--- src/hdl/b64dec_pkg.sv ---
// Shared types, constants and the alphabet lookup for the Base64 decoder.
// No dependencies; every other file but the interfaces refers to this package.
package b64dec_pkg;

  // Result codes carried in the status field of each result item.
  typedef enum logic [1:0] {
    ST_DATA    = 2'd0,
    ST_INVALID = 2'd1,
    ST_PADDING = 2'd2,
    ST_TRUNC   = 2'd3
  } status_t;

  // One character classified against the standard alphabet.
  typedef struct packed {
    logic       bad;
    logic       pad;
    logic [5:0] value;
  } sextet_t;

  // One result item as it sits in the result buffer.
  typedef struct packed {
    logic [7:0] byte_out;
    status_t    status;
    logic       last_in_group;
    logic       stream_end;
  } result_t;

  localparam int MAX_RES   = 3;
  localparam int RES_DEPTH = 4;
  localparam int PTR_W     = 2;
  localparam int CNT_W     = 3;

  // Results released by one decoded character, first result in slot 0.
  typedef struct packed {
    logic [1:0]              count;
    result_t [MAX_RES-1:0]   res;
  } push_t;

  function automatic sextet_t sextet_of(input logic [7:0] c);
    sextet_t s;
    s = '{bad: 1'b0, pad: 1'b0, value: 6'd0};
    if (c >= 8'h41 && c <= 8'h5A) begin
      s.value = 6'(c - 8'h41);
    end else if (c >= 8'h61 && c <= 8'h7A) begin
      s.value = 6'(c - 8'h61 + 8'd26);
    end else if (c >= 8'h30 && c <= 8'h39) begin
      s.value = 6'(c - 8'h30 + 8'd52);
    end else if (c == 8'h2B) begin
      s.value = 6'd62;
    end else if (c == 8'h2F) begin
      s.value = 6'd63;
    end else if (c == 8'h3D) begin
      s.pad = 1'b1;
    end else begin
      s.bad = 1'b1;
    end
    return s;
  endfunction

endpackage

--- src/hdl/b64dec_if.sv ---
// Handshake interfaces for the character input and the result output.
// Depends on nothing; the payload matches the decoder's item fields.
interface b64_char_if;
  logic       valid;
  logic       ready;
  logic [7:0] char_in;
  logic       end_of_text;

  modport source (output valid, output char_in, output end_of_text, input ready);
  modport sink   (input valid, input char_in, input end_of_text, output ready);
endinterface

interface b64_byte_if;
  logic       valid;
  logic       ready;
  logic [7:0] byte_out;
  logic [1:0] status;
  logic       last_in_group;
  logic       stream_end;

  modport source (output valid, output byte_out, output status, output last_in_group,
                  output stream_end, input ready);
  modport sink   (input valid, input byte_out, input status, input last_in_group,
                  input stream_end, output ready);
endinterface

--- src/hdl/b64dec_decode.sv ---
// Input register, group state and per-character decode for the Base64 decoder.
// Depends on b64dec_pkg and b64_char_if; pushes results toward b64dec_result_fifo.
module b64dec_decode (
  input  logic                  clk,
  input  logic                  rst,
  b64_char_if.sink              chars,
  input  logic [b64dec_pkg::CNT_W-1:0] free,
  output b64dec_pkg::push_t     push
);

  logic        stg_valid;
  logic [7:0]  stg_char;
  logic        stg_eot;

  logic [17:0] sextet_buffer, sextet_buffer_next;
  logic [1:0]  group_position, group_position_next;
  logic        third_was_pad, third_was_pad_next;
  logic        error_discard, error_discard_next;

  b64dec_pkg::sextet_t sx;
  b64dec_pkg::push_t   res;
  logic [23:0]         word;
  logic [5:0]          s_val;
  logic                fire;

  assign sx = b64dec_pkg::sextet_of(stg_char);

  always_comb begin
    sextet_buffer_next  = sextet_buffer;
    group_position_next = group_position;
    third_was_pad_next  = third_was_pad;
    error_discard_next  = error_discard;
    res                 = '0;
    word                = '0;
    s_val               = sx.value;

    if (error_discard) begin
      if (stg_eot) begin
        sextet_buffer_next  = '0;
        group_position_next = '0;
        third_was_pad_next  = 1'b0;
        error_discard_next  = 1'b0;
      end
    end else if (sx.bad || (group_position < 2'd2 && sx.pad) ||
                 (group_position == 2'd3 && third_was_pad && !sx.pad)) begin
      // Any error clears the group and discards input until end of text.
      sextet_buffer_next        = '0;
      group_position_next       = '0;
      third_was_pad_next        = 1'b0;
      error_discard_next        = !stg_eot;
      res.count                 = 2'd1;
      res.res[0].status         = sx.bad ? b64dec_pkg::ST_INVALID : b64dec_pkg::ST_PADDING;
      res.res[0].last_in_group  = 1'b1;
      res.res[0].stream_end     = stg_eot;
    end else if (group_position != 2'd3) begin
      if (sx.pad) begin
        third_was_pad_next = 1'b1;
        s_val              = 6'd0;
      end
      sextet_buffer_next  = {sextet_buffer[11:0], s_val};
      group_position_next = group_position + 2'd1;
      if (stg_eot) begin
        // Text ends inside a group: report it and drop the partial group.
        sextet_buffer_next       = '0;
        group_position_next      = '0;
        third_was_pad_next       = 1'b0;
        res.count                = 2'd1;
        res.res[0].status        = b64dec_pkg::ST_TRUNC;
        res.res[0].last_in_group = 1'b1;
        res.res[0].stream_end    = 1'b1;
      end
    end else begin
      sextet_buffer_next  = '0;
      group_position_next = '0;
      third_was_pad_next  = 1'b0;
      if (third_was_pad) begin
        res.count = 2'd1;
      end else if (sx.pad) begin
        res.count = 2'd2;
      end else begin
        res.count = 2'd3;
      end
      word = {sextet_buffer, (res.count == 2'd3) ? sx.value : 6'd0};
      res.res[0].byte_out = word[23:16];
      res.res[1].byte_out = word[15:8];
      res.res[2].byte_out = word[7:0];
      res.res[0].status   = b64dec_pkg::ST_DATA;
      res.res[1].status   = b64dec_pkg::ST_DATA;
      res.res[2].status   = b64dec_pkg::ST_DATA;
      unique case (res.count)
        2'd1: begin
          res.res[0].last_in_group = 1'b1;
          res.res[0].stream_end    = stg_eot;
        end
        2'd2: begin
          res.res[1].last_in_group = 1'b1;
          res.res[1].stream_end    = stg_eot;
        end
        default: begin
          res.res[2].last_in_group = 1'b1;
          res.res[2].stream_end    = stg_eot;
        end
      endcase
    end
  end

  // The held character moves on only when the buffer has room for all its results.
  assign fire        = stg_valid && ({1'b0, res.count} <= free);
  assign chars.ready = !stg_valid || fire;

  always_comb begin
    push = res;
    if (!fire) begin
      push.count = 2'd0;
    end
  end

  always_ff @(posedge clk) begin
    if (rst) begin
      stg_valid      <= 1'b0;
      sextet_buffer  <= '0;
      group_position <= '0;
      third_was_pad  <= 1'b0;
      error_discard  <= 1'b0;
    end else begin
      if (chars.ready) begin
        stg_valid <= chars.valid;
      end
      if (fire) begin
        sextet_buffer  <= sextet_buffer_next;
        group_position <= group_position_next;
        third_was_pad  <= third_was_pad_next;
        error_discard  <= error_discard_next;
      end
    end
  end

  always_ff @(posedge clk) begin
    if (chars.valid && chars.ready) begin
      stg_char <= chars.char_in;
      stg_eot  <= chars.end_of_text;
    end
  end

endmodule

--- src/hdl/b64dec_result_fifo.sv ---
// Small result buffer: takes up to three results per cycle, gives one per cycle when ready.
// Depends on b64dec_pkg and b64_byte_if.
module b64dec_result_fifo (
  input  logic                         clk,
  input  logic                         rst,
  input  b64dec_pkg::push_t            push,
  output logic [b64dec_pkg::CNT_W-1:0] free,
  b64_byte_if.source                   bytes
);

  b64dec_pkg::result_t mem [b64dec_pkg::RES_DEPTH];

  logic [b64dec_pkg::PTR_W-1:0] wr_ptr, rd_ptr;
  logic [b64dec_pkg::CNT_W-1:0] count;
  logic                         pop;
  b64dec_pkg::result_t          head;

  assign pop  = (count != '0) && bytes.ready;
  assign free = b64dec_pkg::CNT_W'(b64dec_pkg::RES_DEPTH) - count;
  assign head = mem[rd_ptr];

  assign bytes.valid         = (count != '0);
  assign bytes.byte_out      = head.byte_out;
  assign bytes.status        = head.status;
  assign bytes.last_in_group = head.last_in_group;
  assign bytes.stream_end    = head.stream_end;

  always_ff @(posedge clk) begin
    if (rst) begin
      wr_ptr <= '0;
      rd_ptr <= '0;
      count  <= '0;
    end else begin
      wr_ptr <= wr_ptr + b64dec_pkg::PTR_W'(push.count);
      if (pop) begin
        rd_ptr <= rd_ptr + 1'b1;
      end
      count <= count + b64dec_pkg::CNT_W'(push.count) - b64dec_pkg::CNT_W'(pop);
    end
  end

  always_ff @(posedge clk) begin
    for (int i = 0; i < b64dec_pkg::MAX_RES; i++) begin
      if (b64dec_pkg::CNT_W'(i) < b64dec_pkg::CNT_W'(push.count)) begin
        mem[wr_ptr + b64dec_pkg::PTR_W'(i)] <= push.res[i];
      end
    end
  end

endmodule

--- src/hdl/base64_decoder.sv ---
// Top level of the streaming Base64 decoder (standard alphabet, '=' padding).
// Depends on b64dec_pkg, the interfaces, b64dec_decode and b64dec_result_fifo.
//
// Usage:
// The chars channel takes one encoded ASCII character per item, with end_of_text
// set on the last character of the text. The bytes channel returns result items:
// decoded data bytes (status 0) or a single error item (invalid character,
// misplaced padding, truncated final group). The fourth character of a group
// releases one to three data bytes; the other characters release nothing unless
// they end the text or are in error. After an error the block drops characters
// silently until the one that carries end_of_text, which restarts decoding.
//
// An accepted character is held in the input register and decoded from it; its
// results enter the result buffer together once they all fit and are offered
// from there; further results of the same character follow one per cycle while
// the receiver takes them.
// Throughput: one character per cycle sustained while the receiver takes every
// result, set by the four-entry result buffer that absorbs the three bytes of
// each group while the next characters of the following group are taken.
// Reset clears the group state, the error flag and the result buffer. When the
// receiver stalls, results wait in the buffer; once the buffer cannot hold the
// results of the waiting character, chars.ready falls and input stops.
module base64_decoder (
  input  logic       clk,
  input  logic       rst,
  b64_char_if.sink   chars,
  b64_byte_if.source bytes
);

  b64dec_pkg::push_t            push;
  logic [b64dec_pkg::CNT_W-1:0] free;

  // Character decode and group state; results go out only when they all fit.
  b64dec_decode u_decode (
    .clk   (clk),
    .rst   (rst),
    .chars (chars),
    .free  (free),
    .push  (push)
  );

  // Result buffer, which also serves as the registered output stage.
  b64dec_result_fifo u_fifo (
    .clk   (clk),
    .rst   (rst),
    .push  (push),
    .free  (free),
    .bytes (bytes)
  );

endmodule

--- src/flat_wrapper.sv ---
// flat-port wrapper written by rule: the top's interface ports become plain ports
module base64_decoder_flat 
  (clk, rst, chars_valid, chars_char_in, chars_end_of_text, chars_ready, bytes_valid, bytes_byte_out, bytes_status, bytes_last_in_group, bytes_stream_end, bytes_ready);
  b64_char_if chars_i ();
  b64_byte_if bytes_i ();
  input  logic clk;
  input  logic rst;
  input wire logic [$bits(chars_i.valid)-1:0] chars_valid;
  input wire logic [$bits(chars_i.char_in)-1:0] chars_char_in;
  input wire logic [$bits(chars_i.end_of_text)-1:0] chars_end_of_text;
  output wire logic [$bits(chars_i.ready)-1:0] chars_ready;
  output wire logic [$bits(bytes_i.valid)-1:0] bytes_valid;
  output wire logic [$bits(bytes_i.byte_out)-1:0] bytes_byte_out;
  output wire logic [$bits(bytes_i.status)-1:0] bytes_status;
  output wire logic [$bits(bytes_i.last_in_group)-1:0] bytes_last_in_group;
  output wire logic [$bits(bytes_i.stream_end)-1:0] bytes_stream_end;
  input wire logic [$bits(bytes_i.ready)-1:0] bytes_ready;
  assign chars_i.valid = chars_valid;
  assign chars_i.char_in = chars_char_in;
  assign chars_i.end_of_text = chars_end_of_text;
  assign chars_ready = chars_i.ready;
  assign bytes_valid = bytes_i.valid;
  assign bytes_byte_out = bytes_i.byte_out;
  assign bytes_status = bytes_i.status;
  assign bytes_last_in_group = bytes_i.last_in_group;
  assign bytes_stream_end = bytes_i.stream_end;
  assign bytes_i.ready = bytes_ready;
  base64_decoder u_core (.clk(clk), .rst(rst), .chars(chars_i), .bytes(bytes_i));
endmodule
--- config.mk ---
export PLATFORM = sky130hd
export DESIGN_NAME = base64_decoder_flat
export DESIGN_NICKNAME = d
export VERILOG_FILES = /design/src/hdl/b64dec_pkg.sv /design/src/hdl/b64dec_if.sv /design/src/hdl/b64dec_decode.sv /design/src/hdl/b64dec_result_fifo.sv /design/src/hdl/base64_decoder.sv /design/src/flat_wrapper.sv
export SDC_FILE = /design/constraint.sdc
export NUM_CORES = 1
export LEC_CHECK = 0
export BUFFER_PORTS_ARGS = -buffer_cell sky130_fd_sc_hd__buf_4
export CAP_MARGIN = 40
export CORE_AREA = 2 2 140 142
export DETAILED_ROUTE_END_ITERATION = 10
export DIE_AREA = 0 0 142 144
export SETUP_SLACK_MARGIN = 0.02
export SYNTH_ARGS = -nofsm -noshare
export SYNTH_HDL_FRONTEND = slang
export SYNTH_HIERARCHICAL = 1
export SYNTH_SLANG_ARGS = --single-unit
--- constraint.sdc ---
create_clock -name clk -period 4.65 [get_ports clk]
set_clock_uncertainty 0.05 [all_clocks]
set_input_delay 0.465 -clock clk [delete_from_list [all_inputs] [get_ports clk]]
set_output_delay 0.465 -clock clk [all_outputs]
set_load 0.02 [all_outputs]
==> flow_summary.toml <==
[global_routing]
grt_most_used_layer = "met2"
grt_pass1_vias = 4104
track_usage_pct = 13.96
use_met2_pct = 22.40
gr-total-overflow = 0
grt_max_degree = 32
grt_pass1_wl_um = 22040
grtUsageMet1_pct = 18.26
antenna_found_initial = 0
gr-usage-met3_pct = 3.874

[drt]
drt_iter0_markers = 347
wl_per_cell_um = 15.79
wirelength_um = 13720
vias = 4470
drc_errors = 0
first_pass_iters = 6
ant_nets = 0
vias_per_cell = 5.144

[worst_setup_path]
crit_family = "simple AND/OR/NAND/NOR gates"
crit_required_ns = 4.63
timing.rr.end = "u_core/u_fifo/mem[0][3]"
crit_fanout = 12
slowest_delay_ns = 0.35
path_cells = "inv_1 > ha_1 > nor2b_1 > o211a_1 > or2_1 > o22ai_1 > nand2_1 > inv_1 > ha_1 > nor2b_1 > o21ai_2 > nand2_1 > nor2_1 > buf_4 > buf_4 > o21ai_0 > a21oi_1 > buf_4"
reg2reg_slack_ns = 0.41
timing.rr.start = "u_core/u_decode/stg_char[1]"
crit_slowest_cell = "edfxtp_1"
worstPathArrival_ns = 4.23
crit_buf_inv = 5
critical_path.most_common_cell = "buf_4"
critPathKind = "reg -> reg"
critical_path.startpoint_type = "flip-flop"
cp-end-kind = "flip-flop"
cp.depth = 18
rr_worst_depth = 18

[worst_hold_path]
min_path_cells = 1
min_to = "u_core/u_decode/stg_char[2]"
hold_class = "in -> reg"
min_from = "chars_char_in[2]"

[timing]
period_needed_ns = 4.242
worst_pin_slew_ns = 0.7525
rsz0062_at_grt = "false"
setup_viol = 0
hold_viol_final = 0
slew_viol_final = 0
fmax_ghz = 0.2357
relSlewSlack_pct = 49.42
fin_hold_ws_ns = 0.2383
tns_ns = 0
fin_crit_sh_pct = 91.23

[synth]
syn_avg_cell_area_um2 = 9.202
synth.yosys.seq_area_share_pct = 42.32
synth_edf_count = 57
ys.flop_type = "edfxtp_1"
yosys_warnings = 6
syn_inst = 604
ys_seq_elements = 89
synthArstFlopShare_pct = 0
synth_area_mm2 = 0.005558
synthDistinctLibCells = 73

[final_layout]
mostFrequentLayoutCell = "nand2_1"
layout.nets = 659
fin_util_pct = 33.04
final_cell_mix = "nand2_1, nor2_1, edfxtp_1"
diodes = 0
layout-drive-gt1-share_pct = 16.16
fillers = 1951
fin_area_mm2 = 0.006305
area_delta_synth_final_pct = 13.44

[pwr]
p_sw_uw = 812.9
internal_power_uw = 1702
powerDensity_mw_per_mm2 = 398.9
power_frac_comb_pct = 30.4
pwr-share-clk_pct = 29.6
peakVddDrop_mv = 0.1856
sw_frac_of_total_pct = 32.32
power_frac_seq_pct = 40.0
leakage_uw = 0.002381
power_uw = 2515

[die]
core_area_mm2 = 0.01908
start_util_pct = 29.13
ioPinCount = 27
fp-row-count = 51
die_w_um = 142
fp.dieH_um = 144
dieArea_mm2 = 0.02045

[clock_tree]
cts_root_buffer = "clkbuf_16"
cts.htree.levels = 3
cts_tree = "yes"
clkTransAtPathRegs_ns = 0.07
cts_max_path_buffers = 2
cts_buffers = 9
clock_sinks = 89
clk-insertion-delay-late_ns = 0.35

[place]
port_buffers = 26
dp_hpwl_um = 9406
routabilityCongestion = 0.8862
placed_area_mm2 = 0.005954

[flow_run]
cap_violations = 0

[run_status]
status = "finished clean"
## timing repair
item | 4_1_cts | 5_1_grt
hold buffers | 0 | 0
buffers inserted | 0 | 2
setup endpoints to repair | 0 | 98
resized for setup | 0 | 7
## cells by family (layout without fill, tap and decap cells)
family | after synthesis | in the layout | synth area share, %
simple gates | 290 | 290 | 25.55
flops | 89 | 89 | 42.32
other cells | 1 | 4 | 0.06747
mux | 13 | 13 | 5.043
compound gates | 120 | 120 | 14.93
fa+ha+maj | 20 | 20 | 4.638
buf+inv | 64 | 88 | 6.348
xor+xnor | 7 | 7 | 1.103
## flip-flops by register name, indices dropped and copies added, names as in the netlist, named ones only
register / cells
u_core/u_fifo/mem: 48
u_core/u_decode/sextet_buffer: 18
u_core/u_decode/stg_char: 8
u_core/u_fifo/count: 3
u_core/u_decode/group_position: 2
u_core/u_fifo/rd_ptr: 2
u_core/u_fifo/wr_ptr: 2
u_core/u_decode/error_discard: 1
u_core/u_decode/stg_eot: 1
u_core/u_decode/stg_valid: 1
u_core/u_decode/third_was_pad: 1
## power by group through the flow
stage	Sequential, uW	Combinational [uW]	Clock [uW]
2_1_floorplan	984	561	0
3_3_place_gp	1050	723	0
3_5_place_dp	1020	763	0
4_1_cts	1010	766	765
5_1_grt	1020	842	795
6_report	1010	765	744
## metrics by stage
stage               setup WS (ns)  std cells
floorplan                  0.1356        607
global placement           0.1632        850
detailed placement        0.03806        851
CTS                       0.02935        867
global route               0.1159        869
finish                     0.4079        869
## layer usage
layer | routed length (um) | up-vias
li1 | - | 2195
met1 | 6237 | 2105
met2 | 6359 | 153
met3 | 880 | 17
met4 | 242 | 0
met5 | 0 | -
## area by class of cell
type	instances	area, um^2	share of cell area, %
Clock buffer	10	229.0	3.632
Clock inverter	6	72.57	1.151
Inverter	26	97.59	1.548
Multi-Input combinational cell	454	2890	45.84
Sequential cell	89	2352	37.31
Tap cell	238	297.8	4.723
Timing Repair Buffer	46	365.4	5.795
## worst max path at each step
stage / startpoint / slack [ns] / to
after CTS: u_core/u_decode/stg_char[3] / 0.03 / u_core/u_fifo/mem[1][10]
after floorplan: u_core/u_decode/stg_char[2] / 0.14 / u_core/u_fifo/mem[1][0]
after global routing: u_core/u_decode/stg_char[2] / 0.12 / u_core/u_fifo/mem[0][3]
after detailed placement: u_core/u_decode/stg_char[3] / 0.04 / u_core/u_fifo/mem[1][10]
after global placement: u_core/u_decode/stg_char[3] / 0.16 / u_core/u_fifo/mem[1][10]
final: u_core/u_decode/stg_char[1] / 0.41 / u_core/u_fifo/mem[0][3]
## worst reg2reg max path, stage by stage (launching register included)
cell and delay (ns):
edfxtp_1 0.35, inv_1 0.07, ha_1 0.23, nor2b_1 0.15, o211a_1 0.26, or2_1 0.29
o22ai_1 0.31, nand2_1 0.21, inv_1 0.15, ha_1 0.25, nor2b_1 0.14, o21ai_2 0.20
nand2_1 0.16, nor2_1 0.15, buf_4 0.23, buf_4 0.18, o21ai_0 0.11, a21oi_1 0.18
buf_4 0.26
## synthesized netlist by cell type (6+ instances only)
cell type | instances | area [um^2]
dfxtp_1 | 32 | 640.6
nor2b_1 | 9 | 56.30
mux4_2 | 12 | 270.3
buf_4 | 12 | 90.09
clkbuf_1 | 6 | 22.52
nor2_1 | 85 | 319.1
buf_6 | 7 | 78.83
nand2_1 | 126 | 473.0
edfxtp_1 | 57 | 1712
a31oi_1 | 52 | 325.3
ha_1 | 19 | 237.7
a21oi_1 | 15 | 75.07
nor3_1 | 10 | 50.05
a2bb2oi_1 | 13 | 113.9
and2_1 | 19 | 118.9
inv_1 | 25 | 93.84
buf_2 | 11 | 55.05
o21ai_0 | 10 | 50.05
Power figures use the tool's default switching activity.
